## src/rtl/delta_dual_moving_average_core_defines.svh

```systemverilog
`ifndef DELTA_DUAL_MOVING_AVERAGE_CORE_DEFINES_SVH
`define DELTA_DUAL_MOVING_AVERAGE_CORE_DEFINES_SVH

// same-cycle implication, checked outside reset
`define DDMA_CHECK(label, ante, cons, msg) \
    label: assert property (@(posedge i_clk) disable iff (!i_rst_n) (ante) |-> (cons)) \
        else $error(msg);

// next-cycle implication, checked outside reset
`define DDMA_CHECK_NEXT(label, ante, cons, msg) \
    label: assert property (@(posedge i_clk) disable iff (!i_rst_n) (ante) |=> (cons)) \
        else $error(msg);

`endif

```

## src/rtl/ddma_pkg.sv

```systemverilog
`default_nettype none

package ddma_pkg;

    // default sizes of history and ring
    localparam int HISTORY_LIMIT_DEF = 1024;
    localparam int MAX_WINDOW_DEF    = 16;

    // field widths
    localparam int READING_W = 32;
    localparam int DELTA_W   = 33;
    localparam int HIGH_W    = 32;
    localparam int AVG_W     = 41;
    localparam int INDEX_W   = 32;
    localparam int WIN_W     = 5;
    localparam int FRAC_W    = 8;

    // stream widths, padded to whole bytes
    localparam int IN_TDATA_W  = 32;
    localparam int OUT_FIELD_W = DELTA_W + DELTA_W + HIGH_W + AVG_W + 1 + AVG_W + 1 + INDEX_W;
    localparam int OUT_TDATA_W = ((OUT_FIELD_W + 7) / 8) * 8;

    // reset values
    localparam logic [DELTA_W-1:0] LOW_MARK_RESET     = DELTA_W'(999999999);
    localparam logic [WIN_W-1:0]   SHORT_WINDOW_RESET = WIN_W'(10);
    localparam logic [WIN_W-1:0]   LONG_WINDOW_RESET  = WIN_W'(15);

    // configuration register indexes
    localparam int CFG_IDX_W = 1;
    typedef enum logic [CFG_IDX_W-1:0] {
        CFG_SHORT_WINDOW = 1'b0,
        CFG_LONG_WINDOW  = 1'b1
    } t_cfg_index;

endpackage

`default_nettype wire

```

## src/rtl/delta_dual_moving_average_core.sv

```systemverilog
// operation: an accepted reading goes through a sweep of the delta ring, newest entry first,
// at one read a cycle, then a prep step, then the two serial dividers at two quotient bits
// a cycle (DIV_STEPS = 22 at the default ring depth); a new reading is accepted only after
// the previous result has been loaded into the output register
// reset: synchronous, active low; clears control state and restores windows to 10 and 15,
// the delta ring is not cleared since an entry is only averaged after it has been written
`default_nettype none
`include "delta_dual_moving_average_core_defines.svh"

module delta_dual_moving_average_core #(
    parameter int HISTORY_LIMIT = ddma_pkg::HISTORY_LIMIT_DEF,
    parameter int MAX_WINDOW    = ddma_pkg::MAX_WINDOW_DEF
) (
    input  wire logic                                i_clk,
    input  wire logic                                i_rst_n,
    // input stream
    input  wire logic                                i_s_tvalid,
    output logic                                     o_s_tready,
    // reading[31:0]
    input  wire logic [ddma_pkg::IN_TDATA_W-1:0]     i_s_tdata,
    // result stream
    output logic                                     o_m_tvalid,
    input  wire logic                                i_m_tready,
    // delta[32:0], low_mark[65:33], high_mark[97:66], short_average[138:98],
    // short_valid[139], long_average[180:140], long_valid[181], sample_index[213:182]
    output logic [ddma_pkg::OUT_TDATA_W-1:0]         o_m_tdata,
    // configuration writes
    input  wire logic                                i_cfg_we,
    input  wire logic [ddma_pkg::CFG_IDX_W-1:0]      i_cfg_addr,
    input  wire logic [ddma_pkg::WIN_W-1:0]          i_cfg_wdata
);

    import ddma_pkg::*;

    localparam int PTR_W     = $clog2(MAX_WINDOW);
    localparam int PC_W      = $clog2(HISTORY_LIMIT + 1);
    localparam int CMP_W     = (PC_W > WIN_W + 1) ? PC_W : WIN_W + 1;
    localparam int WIN_CAP   = (MAX_WINDOW < (1 << WIN_W) - 1) ? MAX_WINDOW : (1 << WIN_W) - 1;
    localparam int SUM_W     = DELTA_W + $clog2(MAX_WINDOW);
    localparam int MAG_W     = SUM_W - 1;
    localparam int DIV_BITS  = MAG_W + FRAC_W;
    localparam int DIV_STEPS = (DIV_BITS + 1) / 2;
    localparam int DIVD_W    = 2 * DIV_STEPS;
    localparam int STEP_W    = $clog2(DIV_STEPS);

    typedef enum logic [2:0] {
        ST_IDLE,
        ST_SWEEP,
        ST_PREP,
        ST_DIVIDE,
        ST_DONE
    } t_state;

    // two restoring division steps on the narrow remainder, quotient shifts into num
    function automatic logic [WIN_W+DIVD_W-1:0] div_two_bits(
        input logic [DIVD_W-1:0] num,
        input logic [WIN_W-1:0]  rem,
        input logic [WIN_W-1:0]  dvs
    );
        logic [DIVD_W-1:0] n;
        logic [WIN_W-1:0]  r;
        logic [WIN_W:0]    t;
        n = num;
        r = rem;
        for (int i = 0; i < 2; i++) begin
            t = {r, n[DIVD_W-1]};
            n = {n[DIVD_W-2:0], 1'b0};
            if (t >= {1'b0, dvs}) begin
                r    = WIN_W'(t - {1'b0, dvs});
                n[0] = 1'b1;
            end else begin
                r = t[WIN_W-1:0];
            end
        end
        return {r, n};
    endfunction

    t_state r_state;

    // configuration
    logic [WIN_W-1:0] r_short_window;
    logic [WIN_W-1:0] r_long_window;

    // running state
    logic                       r_first_pending;
    logic [READING_W-1:0]       r_prev_reading;
    logic signed [DELTA_W-1:0]  r_low;
    logic [HIGH_W-1:0]          r_high;
    logic [PTR_W-1:0]           r_ring_ptr;
    logic [PC_W-1:0]            r_point_count;
    logic [INDEX_W-1:0]         r_tick;

    // delta ring memory
    logic signed [DELTA_W-1:0]  ring_mem [MAX_WINDOW];
    logic signed [DELTA_W-1:0]  r_rd_data;

    // per-item working registers
    logic [WIN_W-1:0]           r_sw;
    logic [WIN_W-1:0]           r_lw;
    logic [WIN_W-1:0]           r_wmax;
    logic                       r_s_vld;
    logic                       r_l_vld;
    logic signed [DELTA_W-1:0]  r_res_delta;
    logic signed [DELTA_W-1:0]  r_res_low;
    logic [HIGH_W-1:0]          r_res_high;
    logic [INDEX_W-1:0]         r_res_index;
    logic [PTR_W-1:0]           r_rd_addr;
    logic [WIN_W-1:0]           r_issued;
    logic [WIN_W-1:0]           r_taken;
    logic                       r_rd_vld;
    logic signed [SUM_W-1:0]    r_acc;
    logic signed [SUM_W-1:0]    r_s_sum;
    logic signed [SUM_W-1:0]    r_l_sum;
    logic                       r_s_neg;
    logic                       r_l_neg;
    logic [DIVD_W-1:0]          r_s_num;
    logic [DIVD_W-1:0]          r_l_num;
    logic [WIN_W-1:0]           r_s_rem;
    logic [WIN_W-1:0]           r_l_rem;
    logic [STEP_W-1:0]          r_step;

    // output register
    logic                       r_out_vld;
    logic [OUT_TDATA_W-1:0]     r_out_data;

    logic                       w_accept;
    logic                       w_mem_we;
    logic                       w_mem_re;
    logic [READING_W-1:0]       w_reading;
    logic signed [DELTA_W-1:0]  w_delta;
    logic signed [DELTA_W-1:0]  w_high_ext;
    logic signed [DELTA_W-1:0]  w_low_next;
    logic [HIGH_W-1:0]          w_high_next;
    logic [PTR_W-1:0]           w_ptr_next;
    logic [PC_W-1:0]            w_pc_next;
    logic [WIN_W-1:0]           w_sw;
    logic [WIN_W-1:0]           w_lw;
    logic [PTR_W-1:0]           w_rd_addr;
    logic signed [SUM_W-1:0]    w_acc_next;
    logic [WIN_W-1:0]           w_taken_next;
    logic [MAG_W-1:0]           w_s_mag;
    logic [MAG_W-1:0]           w_l_mag;
    logic [AVG_W-1:0]           w_s_q;
    logic [AVG_W-1:0]           w_l_q;
    logic [AVG_W-1:0]           w_s_avg;
    logic [AVG_W-1:0]           w_l_avg;
    logic                       w_out_load;

    // handshake
    assign o_s_tready = (r_state == ST_IDLE);
    assign w_accept   = i_s_tvalid && o_s_tready;
    assign o_m_tvalid = r_out_vld;
    assign o_m_tdata  = r_out_data;
    assign w_out_load = (r_state == ST_DONE) && (!r_out_vld || i_m_tready);

    // difference and running marks
    assign w_reading  = i_s_tdata[READING_W-1:0];
    assign w_delta    = r_first_pending ? '0
                      : $signed({1'b0, w_reading} - {1'b0, r_prev_reading});
    assign w_high_ext = $signed({1'b0, r_high});
    assign w_low_next = (w_delta < r_low) ? w_delta : r_low;
    assign w_high_next = (w_delta > w_high_ext) ? w_delta[HIGH_W-1:0] : r_high;

    // ring pointer and point count
    assign w_ptr_next = (r_ring_ptr == PTR_W'(MAX_WINDOW - 1)) ? '0 : r_ring_ptr + PTR_W'(1);
    assign w_pc_next  = (r_point_count == PC_W'(HISTORY_LIMIT)) ? r_point_count
                      : r_point_count + PC_W'(1);

    // window clamping
    assign w_sw = (r_short_window == '0) ? WIN_W'(1)
                : (r_short_window > WIN_W'(WIN_CAP)) ? WIN_W'(WIN_CAP) : r_short_window;
    assign w_lw = (r_long_window == '0) ? WIN_W'(1)
                : (r_long_window > WIN_W'(WIN_CAP)) ? WIN_W'(WIN_CAP) : r_long_window;

    // sweep backwards through the ring, newest entry first
    assign w_mem_we     = w_accept;
    assign w_mem_re     = (r_state == ST_SWEEP) && (r_issued != r_wmax);
    assign w_rd_addr    = (r_rd_addr == '0) ? PTR_W'(MAX_WINDOW - 1) : r_rd_addr - PTR_W'(1);
    assign w_acc_next   = r_acc + SUM_W'(r_rd_data);
    assign w_taken_next = r_taken + WIN_W'(1);

    // magnitudes for the dividers
    assign w_s_mag = r_s_sum[SUM_W-1] ? MAG_W'(-r_s_sum) : MAG_W'(r_s_sum);
    assign w_l_mag = r_l_sum[SUM_W-1] ? MAG_W'(-r_l_sum) : MAG_W'(r_l_sum);

    // signed averages from the quotients
    assign w_s_q   = r_s_num[AVG_W-1:0];
    assign w_l_q   = r_l_num[AVG_W-1:0];
    assign w_s_avg = !r_s_vld ? '0 : (r_s_neg ? -w_s_q : w_s_q);
    assign w_l_avg = !r_l_vld ? '0 : (r_l_neg ? -w_l_q : w_l_q);

    // ring memory, one write port and one registered read port
    always_ff @(posedge i_clk) begin
        if (w_mem_we) begin
            ring_mem[r_ring_ptr] <= w_delta;
        end
        if (w_mem_re) begin
            r_rd_data <= ring_mem[w_rd_addr];
        end
    end

    // sequencer, running state and output register
    always_ff @(posedge i_clk) begin
        if (!i_rst_n) begin
            r_state         <= ST_IDLE;
            r_short_window  <= SHORT_WINDOW_RESET;
            r_long_window   <= LONG_WINDOW_RESET;
            r_first_pending <= 1'b1;
            r_prev_reading  <= '0;
            r_low           <= LOW_MARK_RESET;
            r_high          <= '0;
            r_ring_ptr      <= '0;
            r_point_count   <= '0;
            r_tick          <= '0;
            r_rd_vld        <= 1'b0;
            r_out_vld       <= 1'b0;
        end else begin
            // configuration writes
            if (i_cfg_we) begin
                unique case (t_cfg_index'(i_cfg_addr))
                    CFG_SHORT_WINDOW: r_short_window <= i_cfg_wdata;
                    CFG_LONG_WINDOW:  r_long_window  <= i_cfg_wdata;
                endcase
            end

            // result register drains independently of the sequencer
            if (w_out_load) begin
                r_out_vld  <= 1'b1;
                r_out_data <= OUT_TDATA_W'({r_res_index, r_l_vld, w_l_avg, r_s_vld, w_s_avg,
                                            r_res_high, r_res_low, r_res_delta});
            end else if (r_out_vld && i_m_tready) begin
                r_out_vld <= 1'b0;
            end

            r_rd_vld <= w_mem_re;

            unique case (r_state)
                ST_IDLE: begin
                    if (w_accept) begin
                        r_first_pending <= 1'b0;
                        r_prev_reading  <= w_reading;
                        r_low           <= w_low_next;
                        r_high          <= w_high_next;
                        r_ring_ptr      <= w_ptr_next;
                        r_point_count   <= w_pc_next;
                        r_tick          <= r_tick + INDEX_W'(1);
                        r_res_delta     <= w_delta;
                        r_res_low       <= w_low_next;
                        r_res_high      <= w_high_next;
                        r_res_index     <= r_tick;
                        r_sw            <= w_sw;
                        r_lw            <= w_lw;
                        r_wmax          <= (w_sw > w_lw) ? w_sw : w_lw;
                        r_s_vld         <= CMP_W'(w_pc_next) > CMP_W'(w_sw) + CMP_W'(1);
                        r_l_vld         <= CMP_W'(w_pc_next) > CMP_W'(w_lw) + CMP_W'(1);
                        r_rd_addr       <= w_ptr_next;
                        r_issued        <= '0;
                        r_taken         <= '0;
                        r_acc           <= '0;
                        r_state         <= ST_SWEEP;
                    end
                end
                ST_SWEEP: begin
                    if (w_mem_re) begin
                        r_rd_addr <= w_rd_addr;
                        r_issued  <= r_issued + WIN_W'(1);
                    end
                    if (r_rd_vld) begin
                        r_acc   <= w_acc_next;
                        r_taken <= w_taken_next;
                        if (w_taken_next == r_sw) begin
                            r_s_sum <= w_acc_next;
                        end
                        if (w_taken_next == r_lw) begin
                            r_l_sum <= w_acc_next;
                        end
                        if (w_taken_next == r_wmax) begin
                            r_state <= ST_PREP;
                        end
                    end
                end
                ST_PREP: begin
                    r_s_neg <= r_s_sum[SUM_W-1];
                    r_l_neg <= r_l_sum[SUM_W-1];
                    r_s_num <= DIVD_W'({w_s_mag, FRAC_W'(0)});
                    r_l_num <= DIVD_W'({w_l_mag, FRAC_W'(0)});
                    r_s_rem <= '0;
                    r_l_rem <= '0;
                    r_step  <= STEP_W'(DIV_STEPS - 1);
                    r_state <= ST_DIVIDE;
                end
                ST_DIVIDE: begin
                    {r_s_rem, r_s_num} <= div_two_bits(r_s_num, r_s_rem, r_sw);
                    {r_l_rem, r_l_num} <= div_two_bits(r_l_num, r_l_rem, r_lw);
                    if (r_step == '0) begin
                        r_state <= ST_DONE;
                    end else begin
                        r_step <= r_step - STEP_W'(1);
                    end
                end
                ST_DONE: begin
                    if (w_out_load) begin
                        r_state <= ST_IDLE;
                    end
                end
                default: r_state <= ST_IDLE;
            endcase
        end
    end

    // checks
    `DDMA_CHECK(a_mark_order, !r_first_pending, r_low <= w_high_ext, "low mark above high mark")
    `DDMA_CHECK_NEXT(a_result_loaded, w_out_load, o_m_tvalid && o_s_tready, "result not loaded")
    `DDMA_CHECK_NEXT(a_busy_after_accept, w_accept, !o_s_tready && !w_mem_we, "accepted while busy")
    `DDMA_CHECK(a_window_bounds, r_state != ST_IDLE,
        r_sw != '0 && r_lw != '0 && r_wmax >= r_sw && r_wmax >= r_lw, "bad window latch")

endmodule

`default_nettype wire
```

## config.mk

```make
export PLATFORM = sky130hd
export DESIGN_NAME = delta_dual_moving_average_core
export DESIGN_NICKNAME = d
export VERILOG_FILES = /design/src/rtl/ddma_pkg.sv /design/src/rtl/delta_dual_moving_average_core.sv
export VERILOG_INCLUDE_DIRS = /design/src /design/src/rtl
export SDC_FILE = /design/constraint.sdc
export NUM_CORES = 2
export LEC_CHECK = 0
export BUFFER_PORTS_ARGS = -buffer_cell sky130_fd_sc_hd__buf_2
export CORE_ASPECT_RATIO = 0.7
export CORE_MARGIN = 2
export CORE_UTILIZATION = 48
export CTS_BUF_LIST = sky130_fd_sc_hd__clkbuf_4 sky130_fd_sc_hd__clkbuf_8
export DETAILED_ROUTE_END_ITERATION = 8
export GPL_ROUTABILITY_DRIVEN = 0
export PLACE_DENSITY_LB_ADDON = 0.1
export RECOVER_POWER = 50
export SLEW_MARGIN = 0
export SYNTH_ARGS = -nofsm -noshare
export SYNTH_HDL_FRONTEND = slang
export SYNTH_SLANG_ARGS = --single-unit
export TNS_END_PERCENT = 30
```

## constraint.sdc

```tcl
create_clock -name i_clk -period 17.8 [get_ports i_clk]
set_input_delay 3.56 -clock i_clk [delete_from_list [all_inputs] [get_ports i_clk]]
set_output_delay 3.56 -clock i_clk [all_outputs]
set_load 0.03 [all_outputs]
```

==> summary.txt <==
Global route
  • Vias in the first global route: 34316
  • Largest net degree at the start of global routing: 148
  • First-pass GRT wire length: 213000 um
  • Total congestion overflow: 0
  • Initial antenna violation count: 11
  • GRT Total Usage: 22.9%

Floorplanning
  • Core ar.: 120000 um2
  • Top-level I/O count: around 260
  • Row cnt: approximately 110
  • DIE AREA: about 120000 um2
  • Die width: 420 um
  • Chip Height: 295 um
  • Starting density of the core: 48.6%

Drt
  • DRC: 0
  • Total Routed Length: between 100000 and 150000 um
  • ANT nets after route: 0
  • Via density: 5.53
  • Detailed Routing Iterations Pass 1: 6
  • Via count: 35522
  • DRT iter0 DRCs: 3156
  • Wire per inst: ~22 um

Hold path
  • Worst Hold Class: reg2reg
  • Hold path endpoint: o_m_tdata[184]
  • HP Start: r_res_index[2]
  • Worst Hold Depth: 0

Setup path
  • Critical path required time: 18.37 ns
  • Setup slack, reg-to-reg: 6.45 ns
  • Crit-path max FO: about 100
  • Arr. time, crit path: between 10 and 15 ns
  • FF-to-FF Start: r_rd_addr[0]
  • Crit end category: register
  • R2r endpoint: r_rd_data[18]
  • Startpoint Class: register
  • Critical path type: reg2reg
  • FF-to-FF path depth: 10

Yosys
  • EDFF count, synth: about 1200
  • Synth top area cells: edfxtp_1, dfxtp_1, mux4_2
  • Main synth FF type: edfxtp_1
  • Simple-gate share of the synthesized area: 10.1%
  • Syn_area_per_cell: 13.6 um2
  • Netlist cell types: 78
  • Synth warnings: 0
  • Adder-cell share of the synthesized area: 4.20%
  • Complex-gate fraction of the synthesized area: between 8 and 9%
  • Synth Instances: 4284
  • Portion of netlist area occupied by mux cells: 6.32%
  • Main combinational cell family by area after synthesis: simple AND/OR/NAND/NOR gates
  • Top cell type's share of synthesized area: 59.4%
  • Sequential share of the synthesized area: between 60% and 70%
  • Flip-flop and latch count after synthesis: approximately 1300
  • Mapped Area: 58200 um2
  • Area leader, netlist: edfxtp_1
  • Post-Synth XOR/XNOR Area: 3.87%
  • FFs w/ async S/R, synth: 0%

Cells and area
  • Commonest non-fill, non-tap cells in the layout: edfxtp_1, nand2_1, o21ai_0, buf_2, clkbuf_8
  • Footprint of the multi-input gates: 19200 um2
  • Layout cells sized above 1: ~17%
  • Register area: 37800 um2
  • Area growth syn-to-layout: 12.5%
  • Commonest non-fill, non-tap cell in the layout: edfxtp_1
  • Fillers: 10091
  • Final net count: 4871
  • Core Util, Final: 54.6%

CTS
  • Total setup buffers inserted after CTS: 0
  • CTS tree: yes
  • TritonCTS Buffers: 197
  • Hold-fix buffers, CTS: 0
  • Post-CTS resize count: 0
  • Skew-Pair Late Insertion Delay: 0.92 ns
  • H-tree depth: 4
  • CTS max path bufs: 3
  • Clk slew on worst S/H paths: about 0.070 ns
  • Sink Count: 1312
  • Root buffer cell: clkbuf_8

Power and ir drop
  • Overall Power: 7.20 mW
  • Int Pwr: 5.25 mW
  • Pwr dens: 110 nW/um2
  • Leakage: 22.9 nW
  • Sw Share: a little over a quarter
  • Seq pwr share: 49.4%
  • Combinational share of power: 15.0%
  • Clk pwr share: 35.6%
  • Worst vdd ir: 0.0831 mV
  • Switching pwr: 1.95 mW

STA
  • Setup Viol. Count Final: 0
  • Period minus WS final: between 10 and 15 ns
  • Final hold vios: 0
  • Slew Viols, Final: roughly 1400
  • RSZ-0062 raised after global routing: false
  • TNS Setup: 0 ns
  • Max Clk Rate: roughly 90 MHz
  • Final Cycle Share: 63.8%
  • Slew headroom: -471%
  • Worst-margin pin slew: 8.57 ns
  • Layout Skew: 0.0492 ns

Placed design
  • I/O Buffers: 258
  • Final HPWL DP: slightly below 90000 um

Outcome
  • Failing checks: max-capacitance violations, max-slew violations
  • Status: finished with violations

Job
  • Max Cap Viol: 36
sequential cells by signal, indices dropped and copies added, names as in the netlist, 11 cells and up:
signal	count
r_s_num	44
r_low	33
ring_mem	528
r_s_sum	37
r_acc	37
o_m_tdata	214
r_prev_reading	32
r_res_high	32
r_tick	32
r_high	32
r_l_sum	37
r_l_num	44
r_res_delta	33
r_point_count	11
r_res_low	33
r_rd_data	33
r_res_index	32
synth_stat cells (all sizes together), types with 36 or more instances:
master and count:
a31oi 53, and2 155, edfxtp 1152, dfxtp 160, xnor2 125, o21ai 240, a211oi 51, o31ai 48
xor2 132, nor2b 45, a21o 50, mux4 132, clkbuf 166, ha 186, mux2i 56, nor3 63
nand2b 38, nand2 431, a21oi 162, inv 175, nor2 204, nand4 36, nand3 75
metrics by stage:
stage               setup slack (ns)  hold slack [ns]  cell area [um2]  std cells
finish                          6.45            0.413            65500       6420
global route                    4.77            0.422            65500       6419
CTS                             8.38            0.413            65800       6417
detailed placement              7.37            0.405            61700       6057
global placement                7.48            0.401            61700       6057
floorplan                       4.01            0.400            58200       4286
logic make-up after synthesis:
logic type | count (synthesis)
and+or+nand+nor | 1193
DFF | 1312
AOI/OAI and AO/OA | 765
muxes | 201
adders and majority gates | 192
xor gates and xnor gates | 257
buffers and inverters | 362
other | 2
critical path: stages (launching register included):
cell and delay (ns):
edfxtp_1 0.36, inv_1 0.10, ha_1 0.27, nor3b_1 0.18, nor2_4 0.08, clkbuf_1 5.91, clkbuf_1 2.34, mux4_2 0.72
and2_0 0.18, a211oi_1 0.49, a31oi_1 0.18
worst max-delay path by stage:
stage / start / endpoint / cells after the start
global route: r_rd_addr[0] / r_rd_data[18] / 10
floorplan: i_rst_n / o_m_tdata[0] / 4
finish: r_rd_addr[0] / r_rd_data[18] / 10
CTS: i_s_tdata[2] / r_res_low[20] / 19
detailed placement: i_s_tdata[2] / r_res_low[0] / 19
global placement: i_s_tdata[2] / r_res_low[0] / 19
layer usage:
metal,track usage [%],routed length [um]
met1,34.4,66500
met3,4.29,9750
met5,0,0
met2,33.8,62100
met4,7.17,3040
power groups by stage:
stage               clock [mW]  combinational [mW]  sequential (mW)
global placement             0                1.05             3.62
floorplan                    0               0.719             3.60
global route              2.76                1.19             3.56
CTS                       2.63                1.07             3.55
detailed placement           0                1.06             3.62
finish                    2.56                1.08             3.56
cell type report:
class	count	area share, %
clock buffer	259	4.95
antenna	3	0.0115
multi-input combinational	2612	29.3
tap	1620	3.10
inverter	175	1.01
timing repair buffer	338	2.63
sequential	1312	57.7
clock inverter	101	1.30
(Power assumes the default switching activity.)
